--- config.mk ---
export PLATFORM = sky130hd
export DESIGN_NAME = life_grid_generation_step
export DESIGN_NICKNAME = d
export VERILOG_FILES = /design/src/lgs_pkg.sv /design/src/lgs_cell.sv /design/src/lgs_rule.sv /design/src/life_grid_generation_step.sv
export SDC_FILE = /design/constraint.sdc
export NUM_CORES = 1
export LEC_CHECK = 0
export CAP_MARGIN = 25
export CORE_UTILIZATION = 30
export DETAILED_ROUTE_END_ITERATION = 7
export DONT_BUFFER_PORTS = 1
export PLACE_DENSITY = 0.45
export SYNTH_ARGS = -nofsm -noshare
export SYNTH_HDL_FRONTEND = slang
export SYNTH_SLANG_ARGS = --single-unit
--- constraint.sdc ---
create_clock -name clk -period 10 [get_ports clk]
set_clock_uncertainty 0.2 [all_clocks]
set_input_delay 1 -clock clk [delete_from_list [all_inputs] [get_ports clk]]
set_output_delay 1 -clock clk [all_outputs]
set_load 0.005 [all_outputs]
--- src/lgs_pkg.sv ---
`default_nettype none

package lgs_pkg;

    // Default grid edge; the stored grid is capped at the 8 x 8 the fields carry.
    localparam int GRID_SIZE_DEF = 8;
    localparam int FIELD_DIM     = 8;

    typedef enum logic [1:0] {
        CMD_LOAD = 2'd0,
        CMD_STEP = 2'd1,
        CMD_READ = 2'd2
    } cmd_t;

    typedef enum logic {
        ST_IDLE = 1'b0,
        ST_EMIT = 1'b1
    } state_t;

    // Per-cell control from the sequencer.
    typedef struct packed {
        logic load;
        logic shift;
    } cell_ctrl_t;

endpackage

`default_nettype wire

--- src/lgs_cell.sv ---
`default_nettype none

// One row of the grid; loads directly or takes its neighbor's row on a shift.
module lgs_cell #(
    parameter int Width = lgs_pkg::FIELD_DIM
) (
    input  wire logic                clk,
    input  wire logic                rst_n,
    input  wire lgs_pkg::cell_ctrl_t ctrl,
    input  wire logic [Width-1:0]    load_row,
    input  wire logic [Width-1:0]    shift_row,
    output logic      [Width-1:0]    row
);

    logic [Width-1:0] row_reg;

    always_ff @(posedge clk or negedge rst_n)
    begin
        if (!rst_n)
        begin
            row_reg <= '0;
        end
        else if (ctrl.load)
        begin
            row_reg <= load_row;
        end
        else if (ctrl.shift)
        begin
            row_reg <= shift_row;
        end
    end

    assign row = row_reg;

endmodule

`default_nettype wire

--- src/lgs_rule.sv ---
`default_nettype none

// B3/S23 for one row from the rows above and below; out-of-grid cells are dead.
module lgs_rule #(
    parameter int Width = lgs_pkg::FIELD_DIM
) (
    input  wire logic [Width-1:0] above,
    input  wire logic [Width-1:0] cur,
    input  wire logic [Width-1:0] below,
    output logic      [Width-1:0] next_row
);

    // Pad one dead column on each side.
    logic [Width+1:0] a_pad;
    logic [Width+1:0] c_pad;
    logic [Width+1:0] b_pad;

    assign a_pad = {1'b0, above, 1'b0};
    assign c_pad = {1'b0, cur, 1'b0};
    assign b_pad = {1'b0, below, 1'b0};

    always_comb
    begin
        logic [3:0] n;
        for (int c = 0; c < Width; c++)
        begin
            n = 4'(a_pad[c]) + 4'(a_pad[c+1]) + 4'(a_pad[c+2])
              + 4'(c_pad[c])                  + 4'(c_pad[c+2])
              + 4'(b_pad[c]) + 4'(b_pad[c+1]) + 4'(b_pad[c+2]);
            next_row[c] = (n == 4'd3) || (cur[c] && (n == 4'd2));
        end
    end

endmodule

`default_nettype wire

--- src/life_grid_generation_step.sv ---
// Channel | Handshake            | Payload                                | Dir
// --------+----------------------+----------------------------------------+----
// request | cmd_valid/cmd_ready  | command, row_index, row_cells          | in
// result  | row_valid/row_ready  | out_row_index, out_row_cells, last_row | out
//
// Load: no result. Step and read: one row per cycle while the result is not
// stalled (grid edge rows, at most 8, per request) as the rows rotate once
// through the chain of row cells; the B3/S23 unit sits at the head of the chain.
// A stalled result holds the chain. Reset clears the grid at once, no sweep.
// A new request is taken only between step/read passes; the last row may still
// wait in the output register.
`default_nettype none

module life_grid_generation_step #(
    parameter int GRID_SIZE = lgs_pkg::GRID_SIZE_DEF
) (
    input  wire logic       clk,
    input  wire logic       rst_n,
    input  wire logic       cmd_valid,
    output logic            cmd_ready,
    input  wire logic [1:0] command,
    input  wire logic [2:0] row_index,
    input  wire logic [7:0] row_cells,
    output logic            row_valid,
    input  wire logic       row_ready,
    output logic [2:0]      out_row_index,
    output logic [7:0]      out_row_cells,
    output logic            last_row
);

    // Only an 8 x 8 corner fits the fields.
    localparam int GridDim = (GRID_SIZE > lgs_pkg::FIELD_DIM) ? lgs_pkg::FIELD_DIM
                                                                : GRID_SIZE;
    localparam int CntW    = $clog2(GridDim);

    lgs_pkg::state_t   state_reg, state_next;
    logic [CntW-1:0]   cnt_reg, cnt_next;
    logic [GridDim-1:0] prev_reg, prev_next;    // old row above the head row
    logic              step_reg, step_next;     // 1: emit next generation

    logic              out_valid_reg, out_valid_next;
    logic [2:0]        out_idx_reg;
    logic [7:0]        out_cells_reg;
    logic              out_last_reg;

    logic              advance;
    logic              cnt_last;
    logic              load_fire;
    logic              shift_en;

    logic [GridDim-1:0] cell_row [GridDim];
    logic [GridDim-1:0] head_row;
    logic [GridDim-1:0] below_row;
    logic [GridDim-1:0] new_row;
    logic [GridDim-1:0] emit_row;

    assign cnt_last  = (cnt_reg == CntW'(GridDim - 1));
    assign head_row  = cell_row[0];
    // The cell behind the head already holds new row 0 on the last row.
    assign below_row = cnt_last ? '0 : cell_row[1];
    assign emit_row  = step_reg ? new_row : head_row;

    // ---------------- sequencer ----------------
    always_ff @(posedge clk or negedge rst_n)
    begin
        if (!rst_n)
        begin
            state_reg <= lgs_pkg::ST_IDLE;
            cnt_reg   <= '0;
            prev_reg  <= '0;
            step_reg  <= 1'b0;
        end
        else
        begin
            state_reg <= state_next;
            cnt_reg   <= cnt_next;
            prev_reg  <= prev_next;
            step_reg  <= step_next;
        end
    end

    always_comb
    begin
        state_next = state_reg;
        cnt_next   = cnt_reg;
        prev_next  = prev_reg;
        step_next  = step_reg;
        cmd_ready  = 1'b0;
        advance    = 1'b0;
        load_fire  = 1'b0;
        case (state_reg)
            lgs_pkg::ST_IDLE:
            begin
                cmd_ready = 1'b1;
                if (cmd_valid)
                begin
                    case (command)
                        lgs_pkg::CMD_LOAD:
                        begin
                            load_fire = 1'b1;
                        end
                        lgs_pkg::CMD_STEP,
                        lgs_pkg::CMD_READ:
                        begin
                            state_next = lgs_pkg::ST_EMIT;
                            cnt_next   = '0;
                            prev_next  = '0;
                            step_next  = (command == lgs_pkg::CMD_STEP);
                        end
                        default:
                        begin
                            // unused command: taken and dropped
                        end
                    endcase
                end
            end
            lgs_pkg::ST_EMIT:
            begin
                // move one row whenever the output register is free or draining
                advance = !out_valid_reg || row_ready;
                if (advance)
                begin
                    prev_next = head_row;
                    cnt_next  = cnt_reg + CntW'(1);
                    if (cnt_last)
                    begin
                        state_next = lgs_pkg::ST_IDLE;
                        cnt_next   = '0;
                    end
                end
            end
            default:
            begin
                state_next = lgs_pkg::ST_IDLE;
            end
        endcase
    end

    assign shift_en = advance;

    // ---------------- chain of row cells ----------------
    for (genvar k = 0; k < GridDim; k++)
    begin : g_cell
        lgs_pkg::cell_ctrl_t ctrl;
        logic [GridDim-1:0]  shift_in;

        assign ctrl.load  = load_fire && (row_index == 3'(k));
        assign ctrl.shift = shift_en;

        if (k == GridDim - 1)
        begin : g_tail
            // new or unchanged row re-enters at the tail
            assign shift_in = emit_row;
        end
        else
        begin : g_body
            assign shift_in = cell_row[k+1];
        end

        lgs_cell #(
            .Width (GridDim)
        ) u_cell (
            .clk       (clk),
            .rst_n     (rst_n),
            .ctrl      (ctrl),
            .load_row  (row_cells[GridDim-1:0]),
            .shift_row (shift_in),
            .row       (cell_row[k])
        );
    end

    lgs_rule #(
        .Width (GridDim)
    ) u_rule (
        .above    (prev_reg),
        .cur      (head_row),
        .below    (below_row),
        .next_row (new_row)
    );

    // ---------------- output register ----------------
    always_comb
    begin
        out_valid_next = out_valid_reg;
        if (advance)
        begin
            out_valid_next = 1'b1;
        end
        else if (row_ready)
        begin
            out_valid_next = 1'b0;
        end
    end

    always_ff @(posedge clk or negedge rst_n)
    begin
        if (!rst_n)
        begin
            out_valid_reg <= 1'b0;
        end
        else
        begin
            out_valid_reg <= out_valid_next;
        end
    end

    always_ff @(posedge clk)
    begin
        if (advance)
        begin
            out_idx_reg   <= 3'(cnt_reg);
            out_cells_reg <= 8'(emit_row);
            out_last_reg  <= cnt_last;
        end
    end

    assign row_valid     = out_valid_reg;
    assign out_row_index = out_idx_reg;
    assign out_row_cells = out_cells_reg;
    assign last_row      = out_last_reg;

endmodule

`default_nettype wire

==> results of run 1 <==
metal layers:
metal / global-route usage, % / wire length, um / up-vias
li1: - / - / 1675
met1: 20.6 / 5920 / 1871
met2: 26.6 / 6510 / 41
met3: 2.82 / 323 / 12
met4: 6.00 / 204 / 0
met5: 0 / 0 / -
worst paths after layout:
kind	start	end	slack, ps	cells past startpoint
max in group asynchronous	rst_n	g_cell[3].u_cell.row[3]$_DFFE_PN0P_	9300	0
hold reg to reg	g_cell[5].u_cell.row[5]$_DFFE_PN0P_	g_cell[5].u_cell.row[5]$_DFFE_PN0P_	280	1
hold / removal	rst_n	g_cell[4].u_cell.row[5]$_DFFE_PN0P_	150	0
setup / recovery	cnt_reg[0]$_DFFE_PN0P_	g_cell[7].u_cell.row[4]$_DFFE_PN0P_	5540	13
setup reg to reg	cnt_reg[0]$_DFFE_PN0P_	g_cell[7].u_cell.row[4]$_DFFE_PN0P_	5540	13
min in group clk	g_cell[5].u_cell.row[5]$_DFFE_PN0P_	g_cell[5].u_cell.row[5]$_DFFE_PN0P_	280	1
cells by family after synthesis:
group | share of synthesized area, %
muxes | 0.218
adders and majority gates | 17.3
DFF | 44.7
and+or+nand+nor | 11.0
buffers and inverters | 6.43
AOI/OAI and AO/OA | 20.4
area by class of cell:
cell class	count	area share (%)
Clock buffer	12	4.35
Multi-Input combinational cell	308	44.7
Clock inverter	4	1.04
Inverter	58	3.85
Timing Repair Buffer	3	0.398
Tap cell	220	4.86
Sequential cell	90	40.8
power groups by stage:
stage                     sequential [W]  combinational, W  clock [W]
final                           0.000650          0.000792   0.000355
after global routing            0.000671          0.000933   0.000381
after CTS                       0.000654          0.000809   0.000365
after detailed placement        0.000660          0.000804          0
after global placement          0.000659          0.000782          0
after floorplan                 0.000607          0.000634          0
metrics by stage:
stage	setup slack [ps]	power, W	area [sq um]
floorplan	5900	0.00124	5170
global placement	5610	0.00144	5350
detailed placement	5510	0.00146	5350
CTS	5490	0.00183	5650
global route	5340	0.00199	5660
finish	5540	0.00180	5660
Yosys cell counts:
cell type / count
dfrtp_1: 78
inv_1: 56
nand2_1: 39
a22oi_1: 32
o21ai_0: 30
fa_1: 29
a21o_1: 25
a22o_1: 25
ha_1: 25
nand3_1: 15
nand2b_1: 13
edfxtp_1: 12
nor2_1: 12
buf_2: 11
clkbuf_1: 10
o31ai_1: 9
a21oi_1: 7
a221o_1: 7
buf_1: 6
nor3_1: 6
nor4b_1: 6
a211oi_1: 5
nor2_2: 5
nor3b_1: 4
o21a_1: 3
a221oi_1: 2
nor2b_1: 2
clkinv_1: 1
inv_2: 1
mux2_2: 1
nand4b_2: 1
nand4bb_1: 1
nor2_4: 1
nor3_2: 1
nor3_4: 1
o41ai_1: 1
placed cells by master, fill, tap and decap left out, types with 9 or more instances in the layout:
cell type	instances
dfrtp_1	78
inv_1	56
nand2_1	39
a22oi_1	32
o21ai_0	30
fa_1	29
a22o_1	25
a21o_1	25
ha_1	25
nand3_1	15
nand2b_1	13
nor2_1	12
edfxtp_1	12
o31ai_1	9
clkbuf_16	9
==> results.cfg, run 1 <==
[outcome]
status = complete, no violations

[detailed_routing]
viasPerCell = 5.18
routed_wirelength_um = 13000
routedWlPerCell_um = 18.6
drcViolationCount = 0
dr.pass1.iters = 5
first_iter_violations = 216
vias = 3599
ant_nets = 0

[placed_design]
gp_congestion = 0.799
io_buffers = 0
place_hpwl_um = 9190
dp.cells = 678

[yosys]
ys_seq_area_share_pct = 44.7
synthTopCellsByArea = dfrtp_1 38%, fa_1 11%, edfxtp_1 7.0%
avgSynthCellArea_sq_um = 10.7
ys.warnings.count = 0
synthCells = 483
synth_top_area_share_pct = 37.7
synth.cell_area_sq_mm = 0.00517
synth_top_cell_by_area = dfrtp_1
ys_types = 36
synth_fp_nets = 554
ys_ff_latch = 90

[worst_setup_path]
path_common_cell = fa_1
path_cells = ha_1 > ha_1 > nand2b_1 > fa_1 > fa_1 > inv_1 > fa_1 > inv_1 > fa_1 > nor4b_1 > a211oi_1 > nor3_1 > a221o_1
critical_path.top_delay_family = adder cells
end_kind = flip-flop
worstSetupStartpointType = flip-flop
path_max_fanout = 11
cp.arrival_ps = 4540
cp.buffers_inverters = 2
slowest_stage = fa_1
cpPeakStageDelay_ps = 540
cp.required_ps = 10080
worst-setup-path-type = reg2reg

[pwr]
p_comb_share_pct = 44.1
powerDensity_mw_per_mm2 = 317
p_sw_w = 0.000736
irDropWorstVdd_uv = 81.0
seqPwrFrac_pct = 36.2
p_int_w = 0.00106
p_clk_share_pct = 19.8
p_sw_share_pct = 40.9
p_leak_nw = 2.68

[finish]
stdcell_count = 695
seq_area_sq_mm = 0.00231
fillCellCount = 1698
area_growth_pct = 9.43
fin_util_pct = 33.9
final_nets = 541
insertedDiodeCount = 0
drive_above_1_share_pct = 5.89
multi_input_area_sq_mm = 0.00253
largest_register_ffs = 64

[global_routing]
grt_usage_pct = 15.9
antenna_found_initial = 0
grt_max_degree = 79
grt_pass1_wl_um = 21500
grt_pass1_vias = 3891
grt_overflow_total = 0

[cts]
h-tree-depth = 3
cts_buffers = 9
ctsResizeCount = 0
clkSlewWorstSetupHoldPaths_ps = 70
cts_setup_buffers = 0
cts.sinks = 90
clock_latency_ps = 340
tritoncts = built
cts_buffer_depth = 2
cts_hold_buf = 0
cts_root_buf = clkbuf_16

[floorplan]
core_sq_mm = 0.0167
die_w_um = 133
initial_core_util_pct = 31.0
rows = 47
die_height_um = 133
die_area_sq_mm = 0.0178
ioPinCount = 31

[timing]
worst_slew_pin_slew_ps = 1090
final_max_slew_viol_count = 0
fin_crit_sh_pct = 44.6
rsz0062_at_grt = no
holdWs_ps = 148
finalHoldViolCount = 0
setup_violations = 0
fin_crit_ps = 4460
max_freq_mhz = 224
setup-tns-final_ps = 0
slew_headroom_pct = 27.2

[worst_hold_path]
min_path_type = in2async

[flow_run]
cap_violations = 0
(Power assumes the default switching activity.)
==> inputs of run 2 (changes only) <==
--- a/config.mk
+++ b/config.mk
@@ -5,11 +5,12 @@
 export SDC_FILE = /design/constraint.sdc
 export NUM_CORES = 1
 export LEC_CHECK = 0
+export ABC_AREA = 1
 export CAP_MARGIN = 25
 export CORE_UTILIZATION = 30
 export DETAILED_ROUTE_END_ITERATION = 7
 export DONT_BUFFER_PORTS = 1
-export PLACE_DENSITY = 0.45
+export PLACE_DENSITY = 0.46
 export SYNTH_ARGS = -nofsm -noshare
 export SYNTH_HDL_FRONTEND = slang
 export SYNTH_SLANG_ARGS = --single-unit
==> constraint.sdc (replaced) <==
create_clock -name clk -period 3.91 [get_ports clk]
set_clock_uncertainty 0.2 [all_clocks]
set_input_delay 0.391 -clock clk [delete_from_list [all_inputs] [get_ports clk]]
set_output_delay 0.391 -clock clk [all_outputs]
set_load 0.005 [all_outputs]
==> results.cfg, run 2 <==
[finish]
insertedDiodeCount = 0
final_area_sq_mm = 0.00612
area_growth_pct = 13.5
fin_util_pct = 35.2
drive_above_1_share_pct = 8.33
stdcell_count = 861
largest_register_ffs = 64
final_common_cell = nand2_1
layout_common_cells = 146 x nand2_1, 101 x inv_1, 79 x nand3_1, 78 x dfrtp_1, 34 x o211ai_1
fillCellCount = 1786
final_nets = 702

[placed_design]
post-place-ws_ps = -11.4
dp.cells = 835
dpl_cell_area_sq_mm = 0.00567
place_hpwl_um = 10000
gp_congestion = 0.804
io_buffers = 0

[global_routing]
grt_pass1_vias = 4265
antenna_found_initial = 0
grt_max_degree = 79
grt_pass1_wl_um = 22900
grt_usage_pct = 16.4
grt_overflow_total = 0

[detailed_routing]
vias = 4096
first_iter_violations = 214
routed_wirelength_um = 14000
drcViolationCount = 0
ant_nets = 0
dr.pass1.iters = 4
routedWlPerCell_um = 16.3
viasPerCell = 4.76

[timing]
finalHoldViolCount = 0
slew_headroom_pct = 49.0
setup_slack_ps = 198
final_max_slew_viol_count = 0
fin_crit_sh_pct = 94.9
setup_violations = 0
max_freq_mhz = 269
worst_slew_pin_slew_ps = 764
fin_crit_ps = 3710

[yosys]
synth.cell_area_sq_mm = 0.00540
synth_common_cells = 147 x nand2_1, 101 x inv_1, 79 x nand3_1, 78 x dfrtp_1, 34 x o211ai_1
synthTopCellsByArea = dfrtp_1 36%, fa_1 11%, nand2_1 10%
ys_ff_latch = 90
ys_seq_area_share_pct = 42.8
ys_async_sr_fraction_pct = 86.7
synth_ff_type = dfrtp_1
yosysMostFrequentCell = nand2_1
synth_top_area_share_pct = 36.2
synth_fp_nets = 691
ys.warnings.count = 0
synth_top_cell_by_area = dfrtp_1
ys_types = 26
avgSynthCellArea_sq_um = 8.70
synthCells = 620
synth_edf_count = 12

[worst_setup_path]
worst-setup-path-type = reg2reg
cpPeakStageDelay_ps = 560
slowest_stage = fa_1
rrSetupSlack_ps = 200
path_cells = ha_1 > ha_4 > nor2_2 > inv_1 > fa_1 > fa_1 > inv_1 > fa_1 > inv_1 > fa_1 > nor2_1 > nand2_1 > a21oi_2
crit_cells = 13
worstSetupStartpointType = flip-flop
end_kind = flip-flop
critical_path.top_delay_family = adder cells
path_common_cell = fa_1
path_max_fanout = 8
r2r_end = out_row_cells[3]$_DFFE_PP_
rr_worst_depth = 13
cp.buffers_inverters = 3
reg2reg_from = cnt_reg[0]$_DFFE_PN0P_
cp.required_ps = 3920
cp.arrival_ps = 3720

[pwr]
powerDensity_mw_per_mm2 = 799
design_power_total_w = 0.00489
p_leak_nw = 2.93
irDropWorstVdd_uv = 364

[cts]
cts_buffers = 9
cts.sinks = 90
h-tree-depth = 3
cts_buffer_depth = 2
clkSlewWorstSetupHoldPaths_ps = 70
cts_root_buf = clkbuf_16
tritoncts = built
clock_latency_ps = 360

[worst_hold_path]
hold_path_end = row_valid$_DFFE_PN0P_
min_path_type = in2reg
hold_depth = 3
holdCritStartpoint = row_ready

[floorplan]
ioPinCount = 31
die_height_um = 136
initial_core_util_pct = 31.0
die_area_sq_mm = 0.0185
core_sq_mm = 0.0174
rows = 48
die_w_um = 136

[flow_run]
cap_violations = 0

[outcome]
status = complete, no violations
==> run 2: cell count changes after synthesis, moves of 8 or more <==
cell / change
nand2_1: +108
nand3_1: +64
o21ai_0: -17
a21oi_1: +14
o31ai_1: -8
a21o_1: -25
a22o_1: -25
o211ai_1: +34
a21boi_0: +10
a22oi_1: -32
inv_1: +45
nor2_1: +17
nand2b_1: -13
==> run 2: worst min-delay path, delay by kind of cell <==
kind	cells	cell delay (ps)
buffers and inverters	1	20
and+or+nand+nor	2	170
==> run 2: cells by family (layout without fill, tap and decap cells) <==
| family | Yosys count | in the layout | share of synthesized area, % |
|---|---|---|---|
| simple gates | 265 | 265 | 21.4 |
| buf+inv | 127 | 143 | 9.30 |
| flops | 90 | 90 | 42.8 |
| compound gates | 84 | 84 | 9.92 |
| fa+ha+maj | 54 | 54 | 16.6 |
==> run 2: stage by stage <==
step	hold WS (ps)	setup TNS [ps]
2_1_floorplan	-105	0
3_3_place_gp	-102	0
3_5_place_dp	-100	-20.5
4_1_cts	60.6	0
5_1_grt	77.4	-2.60
6_report	74.5	0
==> run 2: layer usage <==
metal / GRT usage, % / share of wire, % / vias to the layer above
met5: 0 / 0 / -
met4: 5.25 / 1.8 / 0
met3: 3.43 / 3.5 / 17
met2: 27.4 / 50 / 69
met1: 21.0 / 44 / 1998
li1: - / - / 2012
==> run 2: power by group <==
part	internal, W	switching, W	total, W
registers	0.00137	0.000327	0.00170
clock network	0.000475	0.000412	0.000888
logic	0.000914	0.00139	0.00230
==> run 2: what timing repair did <==
item,in CTS,in global routing
pin swaps,0,1
endpoints found under the setup margin,2,9
hold buffers,10,0
setup buffers,0,0
hold endpoints to repair,104,0
gates resized for setup,1,10
==> run 2: layout make-up <==
class | instances | area, sq um | share of cell area (%)
multi-input cells | 403 | 2620 | 42.8
flip-flops and latches | 90 | 2310 | 37.8
inverters | 104 | 390 | 6.37
well taps | 225 | 282 | 4.60
clock buffers | 11 | 253 | 4.13
repair buffers | 23 | 215 | 3.51
clock inverters | 5 | 50.0 | 0.817
==> run 2: worst max-delay path by stage <==
stage	from	to	slack (ps)
floorplan	cnt_reg[0]$_DFFE_PN0P_	out_row_cells[3]$_DFFE_PP_	50
global placement	cnt_reg[0]$_DFFE_PN0P_	out_row_cells[4]$_DFFE_PP_	60
detailed placement	cnt_reg[0]$_DFFE_PN0P_	g_cell[7].u_cell.row[4]$_DFFE_PN0P_	-10
CTS	cnt_reg[0]$_DFFE_PN0P_	g_cell[7].u_cell.row[4]$_DFFE_PN0P_	80
global route	cnt_reg[0]$_DFFE_PN0P_	out_row_cells[3]$_DFFE_PP_	-3
finish	cnt_reg[0]$_DFFE_PN0P_	out_row_cells[3]$_DFFE_PP_	200
==> inputs of run 3 (changes only) <==
--- a/config.mk
+++ b/config.mk
@@ -8,9 +8,11 @@
 export ABC_AREA = 1
 export CAP_MARGIN = 25
 export CORE_UTILIZATION = 30
+export CTS_BUF_LIST = sky130_fd_sc_hd__clkbuf_4
 export DETAILED_ROUTE_END_ITERATION = 7
 export DONT_BUFFER_PORTS = 1
 export PLACE_DENSITY = 0.46
 export SYNTH_ARGS = -nofsm -noshare
 export SYNTH_HDL_FRONTEND = slang
 export SYNTH_SLANG_ARGS = --single-unit
+export TNS_END_PERCENT = 5
==> results.cfg, run 3 (synthesis gave the netlist of run 2 again) <==
[worst_setup_path]
cp.required_ps = 4030
path_max_fanout = 8
rr_worst_depth = 13
rrSetupSlack_ps = 190
slowest_stage = fa_1
reg2reg_from = cnt_reg[0]$_DFFE_PN0P_
path_common_cell = fa_1
cp.arrival_ps = 3840
worst-setup-path-type = reg2reg
worstSetupStartpointType = flip-flop
end_kind = flip-flop
cpPeakStageDelay_ps = 510
r2r_end = out_row_cells[1]$_DFFE_PP_
path_cells = ha_1 > ha_4 > nor2_2 > inv_1 > fa_1 > fa_1 > inv_1 > fa_1 > inv_1 > fa_1 > a21oi_2 > nand2_1 > a21oi_1

[detailed_routing]
routed_wirelength_um = 13700
drcViolationCount = 0
dr.pass1.iters = 4
first_iter_violations = 252
ant_nets = 0
viasPerCell = 4.73
routedWlPerCell_um = 15.8
vias = 4114

[timing]
setup_violations = 0
holdWs_ps = 49.6
setup_slack_ps = 191
max_freq_mhz = 269
finalHoldViolCount = 0
slew_headroom_pct = 47.9
fin_crit_ps = 3720
worst_slew_pin_slew_ps = 781
fin_crit_sh_pct = 95.1
setup-tns-final_ps = 0
final_max_slew_viol_count = 0

[finish]
drive_above_1_share_pct = 8.09
area_growth_pct = 11.7
fin_util_pct = 34.6
final_nets = 709
layout_common_cells = 146 x nand2_1, 101 x inv_1, 79 x nand3_1, 78 x dfrtp_1, 34 x o211ai_1
final_common_cell = nand2_1
largest_register_ffs = 64
fillCellCount = 1810

[floorplan]
ioPinCount = 31
rows = 48
die_area_sq_mm = 0.0185
initial_core_util_pct = 31.0
die_w_um = 136
die_height_um = 136
core_sq_mm = 0.0174

[worst_hold_path]
hold_depth = 3
holdCritStartpoint = command[0]
hold_path_end = step_reg$_DFFE_PN0P_
min_path_type = in2reg

[global_routing]
grt_max_degree = 79
grt_usage_pct = 16.0
grt_overflow_total = 0
grt_pass1_vias = 4281
antenna_found_initial = 2
grt_pass1_wl_um = 22600

[cts]
clock_latency_ps = 480
cts.sinks = 90
h-tree-depth = 3
cts_buffer_depth = 2
cts_buffers = 9
clkSlewWorstSetupHoldPaths_ps = 150
tritoncts = built
cts_setup_buffers = 0
cts_root_buf = clkbuf_4

[pwr]
p_leak_nw = 2.88
irDropWorstVdd_uv = 228
powerDensity_mw_per_mm2 = 753

[placed_design]
post-place-ws_ps = -11.4
gp_congestion = 0.804
place_hpwl_um = 10000
io_buffers = 0

[outcome]
status = complete, no violations

[flow_run]
cap_violations = 0
==> run 3: how the worst max path moves through the flow <==
stage | from | endpoint | slack (ps) | cells past startpoint
2_1_floorplan | cnt_reg[0]$_DFFE_PN0P_ | out_row_cells[3]$_DFFE_PP_ | 50 | 14
3_3_place_gp | cnt_reg[0]$_DFFE_PN0P_ | out_row_cells[4]$_DFFE_PP_ | 60 | 13
3_5_place_dp | cnt_reg[0]$_DFFE_PN0P_ | g_cell[7].u_cell.row[4]$_DFFE_PN0P_ | -10 | 15
4_1_cts | cnt_reg[0]$_DFFE_PN0P_ | g_cell[7].u_cell.row[4]$_DFFE_PN0P_ | 80 | 15
5_1_grt | cnt_reg[0]$_DFFE_PN0P_ | g_cell[7].u_cell.row[6]$_DFFE_PN0P_ | -8 | 15
6_report | cnt_reg[0]$_DFFE_PN0P_ | out_row_cells[1]$_DFFE_PP_ | 190 | 13
==> run 3: worst max-delay path: cells and delay by family (launching register included) <==
| family | cells | cell delay (ps) |
|---|---|---|
| flops | 1 | 410 |
| simple gates | 2 | 210 |
| fa+ha+maj | 6 | 2280 |
| buf+inv | 3 | 230 |
| compound gates | 2 | 240 |
==> run 3: final cells by class <==
cell class                      instances  area, sq um  share of cell area [%]
Timing Repair Buffer                   30          285                    4.73
Antenna cell                            2         5.00                  0.0831
Clock inverter                          7         57.6                   0.955
Clock buffer                            9         67.6                    1.12
Inverter                              104          390                    6.48
Multi-Input combinational cell        403         2630                    43.6
Tap cell                              225          282                    4.67
Sequential cell                        90         2310                    38.4
==> run 3: timing repair <==
action / 4_1_cts / 5_1_grt
gates cloned: 0 / 0
pin swaps: 0 / 1
gates resized for setup: 1 / 11
setup endpoints to repair: 3 / 9
hold buffers: 17 / 0
hold endpoints to repair: 138 / 0
==> run 3: through the flow <==
| stage | instance area (sq um) | cells | power, W |
|---|---|---|---|
| final | 6030 | 870 | 0.00454 |
| after global routing | 6030 | 870 | 0.00506 |
| after CTS | 5980 | 868 | 0.00456 |
| after detailed placement | 5670 | 835 | 0.00398 |
| after global placement | 5670 | 835 | 0.00389 |
| after floorplan | 5400 | 620 | 0.00333 |
==> run 3: report_power, final <==
part	internal, W	total [W]	switching, W	leakage, nW
combinational	0.000936	0.00233	0.00139	1.65
sequential	0.00137	0.00170	0.000329	1.16
clock	0.000135	0.000510	0.000375	0.0639
total	0.00244	0.00454	0.00210	2.88
==> run 3: routing by layer <==
metal  vias up  GRT usage (%)  wire [um]
met5         -              0          0
met4         0           5.43        226
met3        16           2.83        357
met2        52           26.9       6820
met1      2014           20.7       6330
li1       2032              -          -
